`src/hw/rtl/resonant_two_pole_filter_assert.svh`:
```
// ----------------------------------------------------------------------------
// Resonant two-pole filter assertion macros
// Concurrent check macros used by the filter top level; empty for synthesis.
// ----------------------------------------------------------------------------
`ifndef RESONANT_TWO_POLE_FILTER_ASSERT_SVH
`define RESONANT_TWO_POLE_FILTER_ASSERT_SVH
`ifndef SYNTHESIS
`define RTPF_ASSERT_SAME(lbl, clk, rst_n, ante, cons) \
  lbl: assert property (@(posedge clk) disable iff (!rst_n) (ante) |-> (cons)) \
    else $error("rtpf: same-cycle check failed");
`define RTPF_ASSERT_NEXT(lbl, clk, rst_n, ante, cons) \
  lbl: assert property (@(posedge clk) disable iff (!rst_n) (ante) |=> (cons)) \
    else $error("rtpf: next-cycle check failed");
`else
`define RTPF_ASSERT_SAME(lbl, clk, rst_n, ante, cons)
`define RTPF_ASSERT_NEXT(lbl, clk, rst_n, ante, cons)
`endif
`endif

```
`src/hw/rtl/rtpf_pkg.sv`:
```
// ----------------------------------------------------------------------------
// Resonant two-pole filter package
// Widths, register and mode codes, and the structs shared between modules.
// ----------------------------------------------------------------------------
`default_nettype none

package rtpf_pkg;

  localparam int unsigned VOICE_W    = 4;
  localparam int unsigned SAMPLE_W   = 16;
  localparam int unsigned STATE_W    = 24;
  localparam int unsigned CUTOFF_W   = 16;
  localparam int unsigned FEEDBACK_W = 23;
  localparam int unsigned MODE_W     = 2;
  localparam int unsigned CFG_IDX_W  = 2;
  localparam int unsigned CFG_DATA_W = 23;
  localparam int unsigned MUL_A_W    = 32;
  localparam int unsigned MUL_B_W    = 24;
  localparam int unsigned PROD_W     = MUL_A_W + MUL_B_W;

  localparam logic [CFG_IDX_W-1:0] CFG_CUTOFF   = 2'd0;
  localparam logic [CFG_IDX_W-1:0] CFG_FEEDBACK = 2'd1;
  localparam logic [CFG_IDX_W-1:0] CFG_MODE     = 2'd2;

  localparam logic [MODE_W-1:0] MODE_LOWPASS  = 2'd0;
  localparam logic [MODE_W-1:0] MODE_HIGHPASS = 2'd1;
  localparam logic [MODE_W-1:0] MODE_BANDPASS = 2'd2;

  localparam logic [CUTOFF_W-1:0] CUTOFF_RESET = 16'h8000;

  typedef struct packed {
    logic                      rd_en;
    logic                      wr_en;
    logic [VOICE_W:0]          addr;
    logic signed [STATE_W-1:0] s0;
    logic signed [STATE_W-1:0] s1;
  } mem_req_t;

  typedef struct packed {
    logic signed [SAMPLE_W-1:0] left;
    logic signed [SAMPLE_W-1:0] right;
    logic [VOICE_W-1:0]         voice;
    logic                       last;
  } result_t;

endpackage

`default_nettype wire

```
`src/hw/rtl/rtpf_mul.sv`:
```
// ----------------------------------------------------------------------------
// Shared multiplier
// Signed 32 x 24 multiply with a registered product, reused for all three multiply passes.
// ----------------------------------------------------------------------------
`default_nettype none

module rtpf_mul (
  input  wire logic                                clk_i,
  input  wire logic                                en_i,
  input  wire logic signed [rtpf_pkg::MUL_A_W-1:0] a_i,
  input  wire logic signed [rtpf_pkg::MUL_B_W-1:0] b_i,
  output logic signed [rtpf_pkg::PROD_W-1:0]       p_o
);

  logic signed [rtpf_pkg::PROD_W-1:0] p_d;
  logic signed [rtpf_pkg::PROD_W-1:0] p_q;

  assign p_d = a_i * b_i;

  always_ff @(posedge clk_i) begin
    if (en_i) begin
      p_q <= p_d;
    end
  end

  assign p_o = p_q;

endmodule

`default_nettype wire

```
`config.mk`:
```
export PLATFORM = sky130hd
export DESIGN_NAME = rtpf_mul
export DESIGN_NICKNAME = d
export VERILOG_FILES = /design/src/hw/rtl/resonant_two_pole_filter_assert.svh /design/src/hw/rtl/rtpf_pkg.sv /design/src/hw/rtl/rtpf_mul.sv
export SDC_FILE = /design/constraint.sdc
export NUM_CORES = 2
export LEC_CHECK = 0
export ABC_CLOCK_PERIOD_IN_PS = 18300
export BUFFER_PORTS_ARGS = -buffer_cell sky130_fd_sc_hd__buf_4
export CORE_ASPECT_RATIO = 1.1
export CORE_MARGIN = 2
export CORE_UTILIZATION = 50
export DETAILED_ROUTE_END_ITERATION = 16
export PLACE_DENSITY = 0.77
export SKIP_LAST_GASP = 1
export SLEW_MARGIN = 30
export SYNTH_ARGS = -nofsm -noshare
export SYNTH_HDL_FRONTEND = slang
export SYNTH_SLANG_ARGS = --single-unit
```
`constraint.sdc`:
```
create_clock -name clk_i -period 18.3 [get_ports clk_i]
set_input_delay 3.66 -clock clk_i [delete_from_list [all_inputs] [get_ports clk_i]]
set_output_delay 3.66 -clock clk_i [all_outputs]
set_load 0.02 [all_outputs]
```
==> results.txt <==
Hold path depth - 2
Compound-Gate Fraction of Synth Area - 0.03649
Die height - 255.0 um
Final period util - 0.5937
Layout cells sized above 1 - 0.04504
Main combinational cell family by area after synthesis - adder cells
Max reg flops - 56
Tmin final - 10870 ps
H-tree depth - 2
MaxCap Viol Count - 0
Final setup vio count - 0
DR DRC count - 0
CP Class - input pin to flip-flop
Mean Syn Cell Area - 9.556 sq um
Post-DP HPWL - 57770 um
CTS tree - yes
Status - finished clean
Arrival time at the worst endpoint - 11050 ps
Critical Path Start Type - input pin
Largest net degree at the start of global routing - 57
Hold Path Class - input pin to flip-flop
Most frequent cells in the layout - fa_1, inv_1, nand2_1, and2_1, ha_1
DR WL/cell - 19.69 um
Mux cell area share after synthesis - 0
PortBufs - 113
Worst path required time - 18490 ps
Core area - 56980 sq um
RePlAce Congestion - 0.9141
Setup TNS Final - 0 ps
Vias in the first global route - 22610
CTS root buffer - clkbuf_16
Die Wd - 232.2 um
Clk sink count - 56
Seq cells post-synth - 56
First-pass GRT wire length - 117600 um
# diodes - 0
CTS Buf Count - 5
Final Hold Vio Count - 0
Vias after detailed routing - 20300
Layout area overhead - 4.899%
Synthesis Warnings - 0
Simple-gate share of the synthesized area - 0.1524
Slowest stage cell on the critical path - fa_1
Sequential fraction of the synthesis area - 0.05874
Placed cell area - 29880 sq um
Post_cts resized - 0
Cells after synthesis - 2996
Pre-CTS setup slack - 7233 ps
Post-synth ARST share - 0
Synth Area in XOR/XNOR - 0.01927
Synth Area in Adders - 0.6131
Crit path max fanout - 32
Hold_buf cts - 0
Worst hold slack - 3902 ps
Max Clk Rate - 92.03 MHz
Routed wire length - 73370 um
Final Net Count - 3965
Initial DRT Pass Iterations - 5
Netlist cell types - 52
Unrepaired setup endpoints after global routing - false
Slowest stage delay, CP - 550 ps
CP endpoint kind - flip-flop
Main flop type after synthesis - edfxtp_1
Post-synth EDFFs - 56
Final setup margin - 7435 ps
Post-route cell area - 30030 sq um
Initial antenna violation count - 0
Setup bufs post-CTS - 0
Final slew viol count - 0
Fill count - 5132
Die area - 59190 sq um
Grt total ovfl - 0
Post-route ant nets - 0
Rel. slew slack - 0.4818
GRT Total Usage - 0.2608
CTS Buffer Depth - 2
Syn nets - 3987
Most common cell on crit path - fa_1
Worst Tran Pin Value - 777.4 ps
Clock transition at path regs - 90 ps
Initial Utilization - 0.5024
Post-DR vias/cell - 5.447
Most common cell after layout, fill and taps aside - fa_1
Ports - 114
Row cnt - 92
Starting DRT DRC Count - 1237
Cell Area, Synth - 28630 sq um
==> path summary, 6_finish.rpt <==
kind,from,endpoint,slack (ps)
worst max-delay path,b_i[6],p_o[49]$_DFFE_PP_,7430
worst min-delay path,a_i[0],p_o[0]$_DFFE_PP_,3900
==> cells by family after synthesis <==
family	count (synthesis)
compound gates	157
fa+ha+maj	933
flops	56
buf+inv	912
simple gates	875
xor+xnor	63
==> final cells by class <==
class                           instances  area (sq um)  area share
Clock inverter                          3         28.78   0.0009583
Inverter                              769          2887     0.09612
Clock buffer                            5         125.1    0.004166
Tap cell                              752         940.9     0.03133
Sequential cell                        56          1682     0.05600
Multi-Input combinational cell       2028         23510      0.7829
Timing Repair Buffer                  114         855.8     0.02850
==> Yosys cell counts, types with 2 or more instances <==
library cell	number	area, sq um
a41o_1	2	20.02
edfxtp_1	56	1682
inv_1	769	2887
o211ai_1	7	52.55
nor3_1	5	25.02
a211oi_1	5	37.54
and3_1	5	31.28
nor2_1	45	168.9
buf_4	2	15.01
o2111ai_1	2	17.52
a21oi_1	47	235.2
nor2b_1	9	56.30
and3_2	2	15.01
o21bai_1	5	37.54
a21boi_0	4	30.03
a21o_1	20	150.1
or4_1	2	15.01
o31ai_1	4	30.03
o311ai_1	2	17.52
a221oi_1	2	17.52
o21ai_0	29	145.1
fa_1	783	15680
o21a_1	6	45.04
nand2b_1	13	81.33
a31oi_4	2	42.54
a31oi_1	9	56.30
nand3_1	15	75.07
a41o_2	2	22.52
xnor2_1	45	394.1
buf_2	3	15.01
or2_2	2	12.51
clkbuf_1	138	518.0
and2_1	371	2321
nand2_1	397	1490
xor2_1	18	157.7
nand4_1	3	18.77
ha_1	150	1877
==> stage by stage <==
| stage | cells | util |
|---|---|---|
| floorplan | 2996 | - |
| detailed placement | 3719 | 0.5244 |
| finish | 3727 | 0.5271 |
| global placement | 3719 | 0.5244 |
| global route | 3727 | 0.5271 |
| CTS | 3727 | 0.5271 |
==> critical path: cells and delay by family <==
family / cells / cell delay, ps
adder cells (fa/ha/maj): 8 / 3930
AND/OR/NAND/NOR: 6 / 1700
AO/OA/AOI/OAI: 5 / 1130
buffers and inverters: 6 / 610
==> metal layers <==
layer | GRT usage | vias up | wire [um]
li1 | - | 8522 | -
met1 | 0.2894 | 10590 | 24350
met2 | 0.4721 | 898 | 38700
met3 | 0.03420 | 295 | 4819
met4 | 0.1665 | 0 | 5497
met5 | 0 | - | 0
Power is left out: the tool's default activity adds up to more than one toggle a clock period on the data nets, which glitch-free logic cannot reach.
