===== config.mk =====
export PLATFORM = sky130hd
export DESIGN_NAME = rtpf_state_mem
export DESIGN_NICKNAME = d
export VERILOG_FILES = /design/src/hw/rtl/resonant_two_pole_filter_assert.svh /design/src/hw/rtl/rtpf_pkg.sv /design/src/hw/rtl/rtpf_state_mem.sv
export SDC_FILE = /design/constraint.sdc
export NUM_CORES = 1
export LEC_CHECK = 0
export ABC_AREA = 1
export BUFFER_PORTS_ARGS = -buffer_cell sky130_fd_sc_hd__buf_2
export CORE_MARGIN = 5
export CORE_UTILIZATION = 35
export DETAILED_ROUTE_END_ITERATION = 8
export GPL_TIMING_DRIVEN = 1
export PLACE_DENSITY_LB_ADDON = 0.3
export RECOVER_POWER = 100
export SKIP_LAST_GASP = 1
export SYNTH_ARGS = -nofsm -noshare
export SYNTH_HDL_FRONTEND = slang
export SYNTH_SLANG_ARGS = --single-unit

===== constraint.sdc =====
create_clock -name clk_i -period 1.2 [get_ports clk_i]
set_input_delay 0.24 -clock clk_i [delete_from_list [all_inputs] [get_ports clk_i]]
set_output_delay 0.24 -clock clk_i [all_outputs]
set_load 0.02 [all_outputs]

===== src/hw/rtl/resonant_two_pole_filter_assert.svh =====
// ----------------------------------------------------------------------------
// Resonant two-pole filter assertion macros
// Concurrent check macros used by the filter top level; empty for synthesis.
// ----------------------------------------------------------------------------
`ifndef RESONANT_TWO_POLE_FILTER_ASSERT_SVH
`define RESONANT_TWO_POLE_FILTER_ASSERT_SVH
`ifndef SYNTHESIS
`define RTPF_ASSERT_SAME(lbl, clk, rst_n, ante, cons) \
  lbl: assert property (@(posedge clk) disable iff (!rst_n) (ante) |-> (cons)) \
    else $error("rtpf: same-cycle check failed");
`define RTPF_ASSERT_NEXT(lbl, clk, rst_n, ante, cons) \
  lbl: assert property (@(posedge clk) disable iff (!rst_n) (ante) |=> (cons)) \
    else $error("rtpf: next-cycle check failed");
`else
`define RTPF_ASSERT_SAME(lbl, clk, rst_n, ante, cons)
`define RTPF_ASSERT_NEXT(lbl, clk, rst_n, ante, cons)
`endif
`endif


===== src/hw/rtl/rtpf_pkg.sv =====
// ----------------------------------------------------------------------------
// Resonant two-pole filter package
// Widths, register and mode codes, and the structs shared between modules.
// ----------------------------------------------------------------------------
`default_nettype none

package rtpf_pkg;

  localparam int unsigned VOICE_W    = 4;
  localparam int unsigned SAMPLE_W   = 16;
  localparam int unsigned STATE_W    = 24;
  localparam int unsigned CUTOFF_W   = 16;
  localparam int unsigned FEEDBACK_W = 23;
  localparam int unsigned MODE_W     = 2;
  localparam int unsigned CFG_IDX_W  = 2;
  localparam int unsigned CFG_DATA_W = 23;
  localparam int unsigned MUL_A_W    = 32;
  localparam int unsigned MUL_B_W    = 24;
  localparam int unsigned PROD_W     = MUL_A_W + MUL_B_W;

  localparam logic [CFG_IDX_W-1:0] CFG_CUTOFF   = 2'd0;
  localparam logic [CFG_IDX_W-1:0] CFG_FEEDBACK = 2'd1;
  localparam logic [CFG_IDX_W-1:0] CFG_MODE     = 2'd2;

  localparam logic [MODE_W-1:0] MODE_LOWPASS  = 2'd0;
  localparam logic [MODE_W-1:0] MODE_HIGHPASS = 2'd1;
  localparam logic [MODE_W-1:0] MODE_BANDPASS = 2'd2;

  localparam logic [CUTOFF_W-1:0] CUTOFF_RESET = 16'h8000;

  typedef struct packed {
    logic                      rd_en;
    logic                      wr_en;
    logic [VOICE_W:0]          addr;
    logic signed [STATE_W-1:0] s0;
    logic signed [STATE_W-1:0] s1;
  } mem_req_t;

  typedef struct packed {
    logic signed [SAMPLE_W-1:0] left;
    logic signed [SAMPLE_W-1:0] right;
    logic [VOICE_W-1:0]         voice;
    logic                       last;
  } result_t;

endpackage

`default_nettype wire


===== src/hw/rtl/rtpf_state_mem.sv =====
// ----------------------------------------------------------------------------
// Filter state memory
// Both integrator states per voice and channel, one port, registered read,
// per-entry valid bits so unwritten entries read as zero after reset.
// ----------------------------------------------------------------------------
`default_nettype none

module rtpf_state_mem #(
  parameter int unsigned VOICES = 16
) (
  input  wire logic                              clk_i,
  input  wire logic                              rst_ni,
  input  wire rtpf_pkg::mem_req_t                req_i,
  output logic signed [rtpf_pkg::STATE_W-1:0]    s0_o,
  output logic signed [rtpf_pkg::STATE_W-1:0]    s1_o
);

  localparam int unsigned VMAX   = 2 ** rtpf_pkg::VOICE_W;
  localparam int unsigned VREACH = (VOICES < VMAX) ? VOICES : VMAX;
  localparam int unsigned DEPTH  = 2 * VREACH;
  localparam int unsigned AW     = $clog2(DEPTH);

  logic [rtpf_pkg::STATE_W-1:0] mem_s0 [DEPTH];
  logic [rtpf_pkg::STATE_W-1:0] mem_s1 [DEPTH];
  logic [DEPTH-1:0]             valid_q;
  logic                         rd_valid_q;
  logic [rtpf_pkg::STATE_W-1:0] rd_s0_q;
  logic [rtpf_pkg::STATE_W-1:0] rd_s1_q;
  logic [AW-1:0]                addr;

  assign addr = req_i.addr[AW-1:0];

  always_ff @(posedge clk_i) begin
    if (req_i.wr_en) begin
      mem_s0[addr] <= req_i.s0;
      mem_s1[addr] <= req_i.s1;
    end
    if (req_i.rd_en) begin
      rd_s0_q <= mem_s0[addr];
      rd_s1_q <= mem_s1[addr];
    end
  end

  always_ff @(posedge clk_i or negedge rst_ni) begin
    if (!rst_ni) begin
      valid_q    <= '0;
      rd_valid_q <= 1'b0;
    end else begin
      if (req_i.wr_en) begin
        valid_q[addr] <= 1'b1;
      end
      if (req_i.rd_en) begin
        rd_valid_q <= valid_q[addr];
      end
    end
  end

  assign s0_o = rd_valid_q ? rd_s0_q : '0;
  assign s1_o = rd_valid_q ? rd_s1_q : '0;

endmodule

`default_nettype wire


==> summary by stage <==
Route
The first detailed-routing pass ran for 7 iterations. The number of remaining DRC errors is 0. After detailed routing, the average wire length per cell comes to 25.90 um. The via count normalized by instance count is 5.261. The number of nets still failing antenna checks after routing is 0. Wires add up to 180.1 mm.

The iteration-0 DRC count of the detailed router is 3797. The via count is 36580.

Floorplan
The horizontal die dimension is 425.6 um. The top-level port count is 105. The initial utilization of the core area, before any placement, comes to 35.21%. In this run the vertical extent of the chip is 425.6 um.

The full die area is 181200 um2. The area of the core is 171700 um2. Row generation in the floorplan step produced 152 rows.

Final layout
The top cell types in the final layout, fill and taps aside, are sky130_fd_sc_hd__edfxtp_1 (1584), sky130_fd_sc_hd__nand2_1 (1025), sky130_fd_sc_hd__a22oi_1 (492), sky130_fd_sc_hd__a22oi_2 (276), sky130_fd_sc_hd__buf_4 (199). The net count of the finished layout is 4567. The number of fill cells in the layout is 15030.

The finished cells cover 76650 um2. From synthesis to final layout, the design area changed by 26.77%. At the end of the flow the core is filled with cells to 44.63%. The fraction of final layout cells sized beyond drive strength 1 is 26.62%. The finished layout holds 6953 standard cells, fillers aside. The leading cell type in the layout, fill and taps excluded is sky130_fd_sc_hd__edfxtp_1.

Worst hold path
The startpoint identified for the worst hold timing path is req_i[49]. The tightest min-delay check is of the in -> reg type.

Critical path
The data required time of the worst path is 0.96 ns. The kind of capture point of the worst setup path is an output pin. STA classifies the critical path startpoint as a flip-flop.

In this run the worst path has a maximum fanout of 7. The beginning of the worst register-to-register path is mem_s0[4][13]. For the worst setup path, the data arrival time is 1.90 ns.

The critical path is of the reg -> out type. The first element of the critical path is rd_valid_q.

Logic synthesis
The netlist uses 21 different library cells. By area the synthesized netlist is led by sky130_fd_sc_hd__edfxtp_1 (79%), sky130_fd_sc_hd__a22oi_1 (9.5%), sky130_fd_sc_hd__nand2_1 (7.0%), sky130_fd_sc_hd__dfrtp_1 (1.4%), sky130_fd_sc_hd__buf_2 (1.1%). The synthesized design devotes to its leading area cell type 78.67% of total area. When the netlist entered floorplanning its net count stood at 4041. The number of cells produced by synthesis is 3984. Counting flops and latches in the post-synthesis netlist gives 1617.

The cell area after technology mapping is 60460 um2. Of all cell types, the one taking the most synthesized area is sky130_fd_sc_hd__edfxtp_1. During synthesis, Yosys emitted a total of 0 warnings. The fraction of the yosys area taken by sequential cells is 80.03%. The average cell area after synthesis is 15.18 um2.

Timing
Based on the critical path, the design can be clocked at up to 0.4670 GHz. The final critical delay including setup and external delays is 2.141 ns. The number of hold violations in the final report was 0. The portion of the clock cycle consumed by the worst path in the final layout is 178.4%. Setup repair after global routing could not meet its margin everywhere. The setup slack after layout is -0.9412 ns. The final worst clock skew is 0.04076 ns.

The slew at the pin closest to its max-slew limit is 0.7007 ns. Headroom to the max-slew limit came out at 53.29%. The final number of max-transition violations was 0. The total setup violations reported at the end of the flow is 1572.

Pwr
The total internal power is 0.09495 W. The fraction of power consumed by the clock network is 41.2%. Across the VDD grid, the largest voltage drop is 1618 uV. The leakage component of the power is 26.97 nW. The power per cell area is 1591 nW/um2. The sequential group share of total power is 52.1%. The combinational share of power is 6.7%.

The post-layout total power is 0.1220 W. In this run switching power makes up 22.16% of total power. The net switching power of the design is 0.02703 W.

Clock tree
The clock reaches the later pin of the worst-skew pair after 0.79 ns. Clock-pin slew was measured on the worst setup and hold paths at 0.06 ns. The H-tree depth is 4. The cell sitting at the root of the clock tree is a sky130_fd_sc_hd__clkbuf_16. The longest clock path from root to sink contains 3 buffers. The clock net in this run drives a total of 1617 sinks.

Clock tree synthesis inserted a total of 163 buffers. TritonCTS built the clock tree.

Placed design
The count of input and output buffers is 104. The estimated wirelength of the detail-placed design is 107.0 mm. Routability-driven placement finished with a final weighted congestion of 0.7821.

The cell area after placement is 69150 um2. After detailed placement, the design holds a cell count of 6594.

Global routing
The total congestion overflow after global routing is 0. Across every metal layer, demand over resource in global routing totals 19.52%. The via count of the first global-routing pass is 36190.

Entering global routing, the biggest net connects 53 pins. The number of antenna violations at the first check in global routing was 5. The first global-routing pass estimated 258.3 mm of wire.

Flow run
Across the run, the number of max-cap violations was 0.

Outcome
The checks that failed: negative setup slack. The flow ran to the end, but the final reports show violations.
==> area by class of cell <==
cell class / instances / area, um2 / share of cell area (%)
Clock inverter: 93 / 997.2 / 1.301
Tap cell: 2310 / 2890 / 3.771
Inverter: 70 / 274.0 / 0.3575
Timing Repair Buffer: 579 / 6807 / 8.880
Multi-Input combinational cell: 2079 / 13010 / 16.98
Sequential cell: 1617 / 48400 / 63.14
Antenna cell: 4 / 10.01 / 0.01306
Clock buffer: 201 / 4264 / 5.563
==> worst max-delay path, cell delays in order, from the launching register on <==
cell and delay [ns]:
sky130_fd_sc_hd__dfrtp_4 0.51, sky130_fd_sc_hd__buf_12 0.18, sky130_fd_sc_hd__buf_12 0.17, sky130_fd_sc_hd__nand2_2 0.07, sky130_fd_sc_hd__inv_2 0.04, sky130_fd_sc_hd__buf_6 0.12
==> cell usage after synthesis, drive strengths merged <==
master and number:
a22oi 768, nand2 1126, o21ai 13, clkbuf 77
or2 25, dfrtp 33, edfxtp 1584, a21oi 2
buf 141, nor2 135, nor3 8, nand3 2
clkinv 1, inv 69
==> final timing paths <==
kind	end	slack, ns	depth (start not counted)
max	s1_o[9]	-0.94	5
min	rd_valid_q	0.16	8
max reg2reg	rd_s0_q[13]	-0.07	6
min reg2reg	valid_q[16]	0.45	2
max in group asynchronous	rd_valid_q	0.23	4
min in group asynchronous	valid_q[25]	0.45	3
==> state kept, by name (all words and copies together) (netlist names) <==
| register | count |
|---|---|
| valid_q | 32 |
| rd_s1_q | 24 |
| mem_s0 | 768 |
| rd_valid_q | 1 |
| mem_s1 | 768 |
| rd_s0_q | 24 |
==> per-stage QoR <==
step | worst slack, ns | setup TNS (ns) | hold WS (ns)
floorplan | -0.8098 | -1250.96 | -0.05559
global placement | -0.8345 | -1018.65 | 0.09749
detailed placement | -0.8541 | -1022.83 | 0.1004
CTS | -1.004 | -46.35 | 0.02249
global route | -0.9966 | -269.92 | 0.1721
finish | -0.9412 | -219.36 | 0.1631
==> per-layer routing <==
| layer | track usage (%) | vias up | routed length (um) |
|---|---|---|---|
| met2 | 32.07 | 1231 | 87820 |
| met3 | 3.278 | 289 | 10480 |
| met5 | 0 | - | 13 |
| met4 | 5.917 | 2 | 5735 |
| li1 | - | 16150 | - |
| met1 | 26.73 | 18910 | 76040 |
==> power by group through the flow <==
stage,Clock [W],Sequential (W),Combinational (W)
finish,0.0503,0.0635,0.00819
floorplan,0,0.0645,0.00343
global placement,0,0.0646,0.00729
detailed placement,0,0.0646,0.00735
CTS,0.0512,0.0635,0.00808
global route,0.0537,0.0636,0.00886
==> cell families after synthesis <==
kind of cell | share of synthesized area, %
flip-flops | 80.03
AO/OA/AOI/OAI | 9.660
buffers and inverters | 2.055
AND/OR/NAND/NOR | 8.252
==> repair_timing <==
item,CTS,global route
hold buffers,53,0
setup buffers,5,4
pin swaps,189,263
gates cloned,2,1
setup endpoints to repair,87,103
endpoints found under the hold margin,1616,0
gates resized for setup,229,302
Power figures use the tool's default switching activity.
