==> src/hw/rtl/resonant_two_pole_filter_assert.svh <==
// ----------------------------------------------------------------------------
// Resonant two-pole filter assertion macros
// Concurrent check macros used by the filter top level; empty for synthesis.
// ----------------------------------------------------------------------------
`ifndef RESONANT_TWO_POLE_FILTER_ASSERT_SVH
`define RESONANT_TWO_POLE_FILTER_ASSERT_SVH
`ifndef SYNTHESIS
`define RTPF_ASSERT_SAME(lbl, clk, rst_n, ante, cons) \
  lbl: assert property (@(posedge clk) disable iff (!rst_n) (ante) |-> (cons)) \
    else $error("rtpf: same-cycle check failed");
`define RTPF_ASSERT_NEXT(lbl, clk, rst_n, ante, cons) \
  lbl: assert property (@(posedge clk) disable iff (!rst_n) (ante) |=> (cons)) \
    else $error("rtpf: next-cycle check failed");
`else
`define RTPF_ASSERT_SAME(lbl, clk, rst_n, ante, cons)
`define RTPF_ASSERT_NEXT(lbl, clk, rst_n, ante, cons)
`endif
`endif

==> src/hw/rtl/rtpf_pkg.sv <==
// ----------------------------------------------------------------------------
// Resonant two-pole filter package
// Widths, register and mode codes, and the structs shared between modules.
// ----------------------------------------------------------------------------
`default_nettype none

package rtpf_pkg;

  localparam int unsigned VOICE_W    = 4;
  localparam int unsigned SAMPLE_W   = 16;
  localparam int unsigned STATE_W    = 24;
  localparam int unsigned CUTOFF_W   = 16;
  localparam int unsigned FEEDBACK_W = 23;
  localparam int unsigned MODE_W     = 2;
  localparam int unsigned CFG_IDX_W  = 2;
  localparam int unsigned CFG_DATA_W = 23;
  localparam int unsigned MUL_A_W    = 32;
  localparam int unsigned MUL_B_W    = 24;
  localparam int unsigned PROD_W     = MUL_A_W + MUL_B_W;

  localparam logic [CFG_IDX_W-1:0] CFG_CUTOFF   = 2'd0;
  localparam logic [CFG_IDX_W-1:0] CFG_FEEDBACK = 2'd1;
  localparam logic [CFG_IDX_W-1:0] CFG_MODE     = 2'd2;

  localparam logic [MODE_W-1:0] MODE_LOWPASS  = 2'd0;
  localparam logic [MODE_W-1:0] MODE_HIGHPASS = 2'd1;
  localparam logic [MODE_W-1:0] MODE_BANDPASS = 2'd2;

  localparam logic [CUTOFF_W-1:0] CUTOFF_RESET = 16'h8000;

  typedef struct packed {
    logic                      rd_en;
    logic                      wr_en;
    logic [VOICE_W:0]          addr;
    logic signed [STATE_W-1:0] s0;
    logic signed [STATE_W-1:0] s1;
  } mem_req_t;

  typedef struct packed {
    logic signed [SAMPLE_W-1:0] left;
    logic signed [SAMPLE_W-1:0] right;
    logic [VOICE_W-1:0]         voice;
    logic                       last;
  } result_t;

endpackage

`default_nettype wire

==> src/hw/rtl/rtpf_ctrl.sv <==
// ----------------------------------------------------------------------------
// Filter sequencer and datapath
// Steps each channel through read, three multiply/accumulate passes on the
// shared multiplier, state write-back and output selection.
// ----------------------------------------------------------------------------
`default_nettype none

module rtpf_ctrl #(
  parameter int unsigned VOICES = 16
) (
  input  wire logic                                   clk_i,
  input  wire logic                                   rst_ni,
  input  wire logic                                   in_valid_i,
  output logic                                        in_stall_o,
  input  wire logic [rtpf_pkg::VOICE_W-1:0]           voice_i,
  input  wire logic signed [rtpf_pkg::SAMPLE_W-1:0]   left_in_i,
  input  wire logic signed [rtpf_pkg::SAMPLE_W-1:0]   right_in_i,
  input  wire logic                                   block_last_i,
  input  wire logic [rtpf_pkg::CUTOFF_W-1:0]          cutoff_i,
  input  wire logic [rtpf_pkg::FEEDBACK_W-1:0]        feedback_i,
  input  wire logic [rtpf_pkg::MODE_W-1:0]            mode_i,
  output rtpf_pkg::mem_req_t                          mem_req_o,
  input  wire logic signed [rtpf_pkg::STATE_W-1:0]    mem_s0_i,
  input  wire logic signed [rtpf_pkg::STATE_W-1:0]    mem_s1_i,
  output logic                                        mul_en_o,
  output logic signed [rtpf_pkg::MUL_A_W-1:0]         mul_a_o,
  output logic signed [rtpf_pkg::MUL_B_W-1:0]         mul_b_o,
  input  wire logic signed [rtpf_pkg::PROD_W-1:0]     mul_p_i,
  output logic                                        res_valid_o,
  input  wire logic                                   res_ready_i,
  output rtpf_pkg::result_t                           res_o
);

  localparam logic [3:0] ST_IDLE = 4'd0;
  localparam logic [3:0] ST_RD   = 4'd1;
  localparam logic [3:0] ST_LOAD = 4'd2;
  localparam logic [3:0] ST_MUL1 = 4'd3;
  localparam logic [3:0] ST_ACC1 = 4'd4;
  localparam logic [3:0] ST_MUL2 = 4'd5;
  localparam logic [3:0] ST_ACC2 = 4'd6;
  localparam logic [3:0] ST_DIF  = 4'd7;
  localparam logic [3:0] ST_MUL3 = 4'd8;
  localparam logic [3:0] ST_ACC3 = 4'd9;
  localparam logic [3:0] ST_OUT  = 4'd10;
  localparam logic [3:0] ST_DONE = 4'd11;

  localparam int unsigned SW = rtpf_pkg::STATE_W;
  localparam int unsigned XW = rtpf_pkg::SAMPLE_W;
  localparam int unsigned AW = rtpf_pkg::MUL_A_W;
  localparam int unsigned BW = rtpf_pkg::MUL_B_W;

  function automatic logic signed [31:0] sat32(input logic signed [40:0] v);
    logic fits;
    fits = (&v[40:31]) || !(|v[40:31]);
    if (fits) return v[31:0];
    else if (v[40]) return {1'b1, {31{1'b0}}};
    else return {1'b0, {31{1'b1}}};
  endfunction

  function automatic logic signed [23:0] sat24(input logic signed [40:0] v);
    logic fits;
    fits = (&v[40:23]) || !(|v[40:23]);
    if (fits) return v[23:0];
    else if (v[40]) return {1'b1, {23{1'b0}}};
    else return {1'b0, {23{1'b1}}};
  endfunction

  function automatic logic signed [15:0] sat16(input logic signed [40:0] v);
    logic fits;
    fits = (&v[40:15]) || !(|v[40:15]);
    if (fits) return v[15:0];
    else if (v[40]) return {1'b1, {15{1'b0}}};
    else return {1'b0, {15{1'b1}}};
  endfunction

  logic [3:0]                     state_q, state_d;
  logic                           ch_q, ch_d;
  logic [rtpf_pkg::VOICE_W-1:0]   voice_q, voice_d;
  logic                           last_q, last_d;
  logic signed [XW-1:0]           xl_q, xl_d, xr_q, xr_d;
  logic signed [SW-1:0]           s0_q, s0_d, s1_q, s1_d;
  logic signed [AW-1:0]           a_q, a_d;
  logic signed [BW-1:0]           b_q, b_d;
  logic signed [XW-1:0]           lo_q, lo_d, ro_q, ro_d;

  logic                           voice_ok;
  logic signed [XW+4:0]           x_cur;
  logic signed [39:0]             prod_sh;
  logic signed [40:0]             acc1, acc2, acc3;
  logic signed [SW:0]             dif, rd_dif;
  logic signed [40:0]             out_pre, out_sh;
  logic signed [XW-1:0]           out_smp;
  logic signed [SW-1:0]           s1_new;

  assign voice_ok = 32'(voice_i) < VOICES;
  assign x_cur    = {(ch_q ? xr_q : xl_q), 5'b0};
  assign prod_sh  = mul_p_i[rtpf_pkg::PROD_W-1:16];
  assign acc1     = 41'(x_cur) - 41'(s0_q) + 41'(prod_sh);
  assign acc2     = 41'(s0_q) + 41'(prod_sh);
  assign acc3     = 41'(s1_q) + 41'(prod_sh);
  assign dif      = 25'(s0_q) - 25'(s1_q);
  assign rd_dif   = 25'(mem_s0_i) - 25'(mem_s1_i);
  assign s1_new   = sat24(acc3);

  always_comb begin
    unique case (mode_i)
      rtpf_pkg::MODE_LOWPASS:  out_pre = 41'(s1_q);
      rtpf_pkg::MODE_HIGHPASS: out_pre = 41'(x_cur) - 41'(s0_q);
      rtpf_pkg::MODE_BANDPASS: out_pre = 41'(dif);
      default:                 out_pre = '0;
    endcase
  end

  assign out_sh  = out_pre >>> 5;
  assign out_smp = sat16(out_sh);

  always_comb begin
    state_d = state_q;
    ch_d    = ch_q;
    voice_d = voice_q;
    last_d  = last_q;
    xl_d    = xl_q;
    xr_d    = xr_q;
    s0_d    = s0_q;
    s1_d    = s1_q;
    a_d     = a_q;
    b_d     = b_q;
    lo_d    = lo_q;
    ro_d    = ro_q;

    mem_req_o       = '0;
    mem_req_o.addr  = {voice_q, ch_q};
    mem_req_o.s0    = s0_q;
    mem_req_o.s1    = s1_new;
    mul_en_o        = 1'b0;

    unique case (state_q)
      ST_IDLE: begin
        if (in_valid_i) begin
          voice_d = voice_i;
          last_d  = block_last_i;
          xl_d    = left_in_i;
          xr_d    = right_in_i;
          ch_d    = 1'b0;
          lo_d    = '0;
          ro_d    = '0;
          state_d = voice_ok ? ST_RD : ST_DONE;
        end
      end
      ST_RD: begin
        mem_req_o.rd_en = 1'b1;
        state_d         = ST_LOAD;
      end
      ST_LOAD: begin
        s0_d    = mem_s0_i;
        s1_d    = mem_s1_i;
        a_d     = 32'(rd_dif);
        b_d     = {1'b0, feedback_i};
        state_d = ST_MUL1;
      end
      ST_MUL1: begin
        mul_en_o = 1'b1;
        state_d  = ST_ACC1;
      end
      ST_ACC1: begin
        a_d     = sat32(acc1);
        b_d     = {8'b0, cutoff_i};
        state_d = ST_MUL2;
      end
      ST_MUL2: begin
        mul_en_o = 1'b1;
        state_d  = ST_ACC2;
      end
      ST_ACC2: begin
        s0_d    = sat24(acc2);
        state_d = ST_DIF;
      end
      ST_DIF: begin
        a_d     = 32'(dif);
        state_d = ST_MUL3;
      end
      ST_MUL3: begin
        mul_en_o = 1'b1;
        state_d  = ST_ACC3;
      end
      ST_ACC3: begin
        s1_d            = s1_new;
        mem_req_o.wr_en = 1'b1;
        state_d         = ST_OUT;
      end
      ST_OUT: begin
        if (ch_q) begin
          ro_d    = out_smp;
          state_d = ST_DONE;
        end else begin
          lo_d    = out_smp;
          ch_d    = 1'b1;
          state_d = ST_RD;
        end
      end
      ST_DONE: begin
        if (res_ready_i) begin
          state_d = ST_IDLE;
        end
      end
      default: state_d = ST_IDLE;
    endcase
  end

  always_ff @(posedge clk_i or negedge rst_ni) begin
    if (!rst_ni) begin
      state_q <= ST_IDLE;
    end else begin
      state_q <= state_d;
    end
  end

  always_ff @(posedge clk_i) begin
    ch_q    <= ch_d;
    voice_q <= voice_d;
    last_q  <= last_d;
    xl_q    <= xl_d;
    xr_q    <= xr_d;
    s0_q    <= s0_d;
    s1_q    <= s1_d;
    a_q     <= a_d;
    b_q     <= b_d;
    lo_q    <= lo_d;
    ro_q    <= ro_d;
  end

  assign in_stall_o  = (state_q != ST_IDLE);
  assign mul_a_o     = a_q;
  assign mul_b_o     = b_q;
  assign res_valid_o = (state_q == ST_DONE);
  assign res_o.left  = lo_q;
  assign res_o.right = ro_q;
  assign res_o.voice = voice_q;
  assign res_o.last  = last_q;

endmodule

`default_nettype wire

==> config.mk <==
export PLATFORM = sky130hd
export DESIGN_NAME = rtpf_ctrl
export DESIGN_NICKNAME = d
export VERILOG_FILES = /design/src/hw/rtl/resonant_two_pole_filter_assert.svh /design/src/hw/rtl/rtpf_pkg.sv /design/src/hw/rtl/rtpf_ctrl.sv
export SDC_FILE = /design/constraint.sdc
export NUM_CORES = 1
export LEC_CHECK = 0
export BUFFER_PORTS_ARGS = -buffer_cell sky130_fd_sc_hd__buf_2
export CAP_MARGIN = 15
export CORE_MARGIN = 3
export CORE_UTILIZATION = 53
export DETAILED_ROUTE_END_ITERATION = 10
export PLACE_DENSITY = 0.79
export SLEW_MARGIN = 20
export SYNTH_ARGS = -nofsm -noshare
export SYNTH_HDL_FRONTEND = slang
export SYNTH_SLANG_ARGS = --single-unit
==> constraint.sdc <==
create_clock -name clk_i -period 6.4 [get_ports clk_i]
set_clock_uncertainty 0.05 [all_clocks]
set_input_delay 0.64 -clock clk_i [delete_from_list [all_inputs] [get_ports clk_i]]
set_output_delay 0.64 -clock clk_i [all_outputs]
set_load 0.05 [all_outputs]
==> reports/metrics.csv <==
metric,value,unit
status,"finished, final reports clean",
via_per_inst,6.48,
final_nets,3168,
totalWireLength,79.1,mm
final_max_slew_viol_count,0,
ys_types,102,
critPathCaptureType,flip-flop,
tightest_slew,1.05,ns
clkTransAtPathRegs,0.07,ns
die_h,198,um
num_rows,69,
ys_seq_elements,177,
drv_cap,0,
postSynth.asyncResetShare,2.26,%
tns,0,ns
dp_hpwl,64.4,mm
clock_sinks,177,
area_growth,20.3,%
relSlewSlack,29.7,%
max_stage_delay,0.60,ns
syn-num-nets,2763,
hold_viol_final,0,
crit_path_top_delay_cell,or4_4,
post-route-period-util,99.3,%
clockRootBuffer,clkbuf_16,
synthCells,2382,
clk-insertion-delay-late,0.46,ns
clock.fmax,157,MHz
min_period,6.35,ns
seqCellArea,5300,sq um
intPower,0.00669,W
crit_fanout,8,
cp.depth,24,
powerDensity,638,nW/um^2
wl_per_cell,24.2,um
dieArea,39400,sq um
ant_nets,0,
start_util,54.5,%
ir_worst_vdd,0.366,mV
synthTopCellsByArea,"edfxtp_1 (26%), ha_1 (12%), nand2_1 (5.8%)",
worstPathArrival,6.50,ns
layout-drive-gt1-share,22.9,%
pwr-share-clk,6.7,%
worst-path-buf-inv,3,
yosysMostFrequentCell,nand2_1,
power,0.0151,W
worstSetupStartpointType,flip-flop,
path_class,reg -> reg,
gr-total-overflow,0,
core,36000,sq um
grt_pass1_wl,115,mm
yosysTopAreaCell,edfxtp_1,
drc,0,
portBuffers,319,
drtIter0Drc,2018,
globalplace.congestion,1.05,
synth_common_cells,"nand2_1 (302), a21oi_1 (219), ha_1 (190), edfxtp_1 (173), nor2_1 (162)",
antenna_found_initial,4,
whs,0.304,ns
grt.total_usage,38.2,%
setup_viol,0,
cts_made_buffers,17,
rsz0062_at_grt,true,
power_frac_seq,14.5,%
ctsHtreeMaxLevel,4,
grt_max_degree,36,
firstDrtPassIters,6,
yosys.area.top_type_share,26.5,%
r2r_cells,24,
pwr-share-comb,78.8,%
yosysWarningCount,0,
synth_enable_flop_cells,173,
p_switching,0.00838,W
multi_input_area,13800,sq um
hold_depth,1,
synth_ff_type,edfxtp_1,
die_w,198,um
ctsLongestPathBuffers,2,
critPathTopFamily,simple AND/OR/NAND/NOR gates,
io_pins,337,
netSwitchingFraction,55.6,%
leakage,10.6,nW
syn_area,19600,sq um
grt_pass1_vias,19800,
ys_seq_area_share,27.0,%
postSynthAreaPerCell,8.24,sq um
cts_tree,built,
crit_required,6.55,ns
hold_class,in -> reg,
vias,21200,
fill_cells,3046,
path_cells,"buf_6, mux2_4, ha_4, a21o_1, a41oi_2, buf_4, nor3_2, or4b_4, a21o_1, o31ai_2, buf_4, nor2_2, xnor2_1, ha_1, nand4_1, or2_4, a311oi_4, nor4b_2, a311o_1, nor4_2, nand4_1, or4_4, and3_4, a2111o_1",
==> flip-flops by register name, indices dropped and copies added (netlist names), 4 cells and up <==
| name | flops |
|---|---|
| mul_a_o | 32 |
| s0_q | 24 |
| s1_q | 24 |
| mul_b_o | 23 |
| lo_q | 16 |
| ro_q | 16 |
| xl_q | 16 |
| xr_q | 16 |
| state_q | 4 |
| voice_q | 4 |
==> cell usage in the layout (no fill, tap or decap), drive strengths merged, types with 54 or more instances in the layout <==
cell / instances
a21oi: 222
nor2: 163
xor2: 55
o21ai: 160
xnor2: 92
inv: 136
nand3: 54
edfxtp: 173
a21o: 89
buf: 479
ha: 190
o211ai: 57
nand2: 302
==> layout make-up <==
type,count,area share [%]
multi-input cells,1977,58.4
inverters,133,2.12
diodes,4,0.0424
well taps,461,2.44
clock buffers,17,1.80
flip-flops and latches,177,22.4
clock inverters,14,0.467
repair buffers,481,12.3
==> path summary, 6_finish.rpt <==
path / slack (ns) / endpoint / startpoint
hold / removal: 0.30 / voice_q[1] / voice_i[1]
setup / recovery: 0.05 / mul_a_o[4] / ch_q
setup reg to reg: 0.05 / mul_a_o[4] / ch_q
max in group asynchronous: 5.71 / state_q[2] / rst_ni
hold reg to reg: 0.73 / state_q[1] / state_q[2]
min in group asynchronous: 0.46 / state_q[0] / rst_ni
==> metrics by stage <==
| stage | std cells | setup slack (ns) | area [sq um] | util (%) |
|---|---|---|---|---|
| final | 3264 | 0.0452 | 23600 | 65.5 |
| after global routing | 3263 | -0.147 | 23600 | 65.5 |
| after CTS | 3250 | 0.0132 | 23100 | 64.2 |
| after detailed placement | 3215 | -0.147 | 22500 | 62.5 |
| after global placement | 3215 | -0.0197 | 22500 | 62.5 |
| after floorplan | 2382 | 0.0181 | 19600 | - |
==> cells by family (layout without fill, tap and decap cells) <==
group	after synthesis	in the layout	synth area share [%]
compound gates	806	806	27.7
flops	177	177	27.0
simple gates	788	790	19.1
fa+ha+maj	195	195	12.6
buf+inv	230	645	4.95
other cells	1	5	0.0191
mux	38	38	2.06
xor+xnor	147	147	6.56
==> layer usage <==
metal	track usage, %	part of all wire [%]	vias to the layer above
met5	0	0.015	-
met4	17.0	4.5	2
met3	7.01	12	180
met2	60.8	45	1247
met1	51.0	39	9990
li1	-	-	9744
==> what timing repair did <==
| item | 4_1_cts | 5_1_grt |
|---|---|---|
| hold endpoints to repair | 4 | 0 |
| pin swaps | 4 | 29 |
| setup buffers | 1 | 9 |
| hold buffers | 1 | 0 |
| endpoints found under the setup margin | 31 | 50 |
| resized for setup | 7 | 77 |
| gates cloned | 2 | 1 |
==> power groups by stage <==
stage	registers [W]	clock network (W)	logic (W)
after global routing	0.00221	0.00106	0.0127
final	0.00218	0.00101	0.0119
after global placement	0.00218	0	0.0109
after CTS	0.00217	0.00101	0.0112
after detailed placement	0.00219	0	0.0110
after floorplan	0.00307	0	0.00673
(Power assumes the default switching activity.)
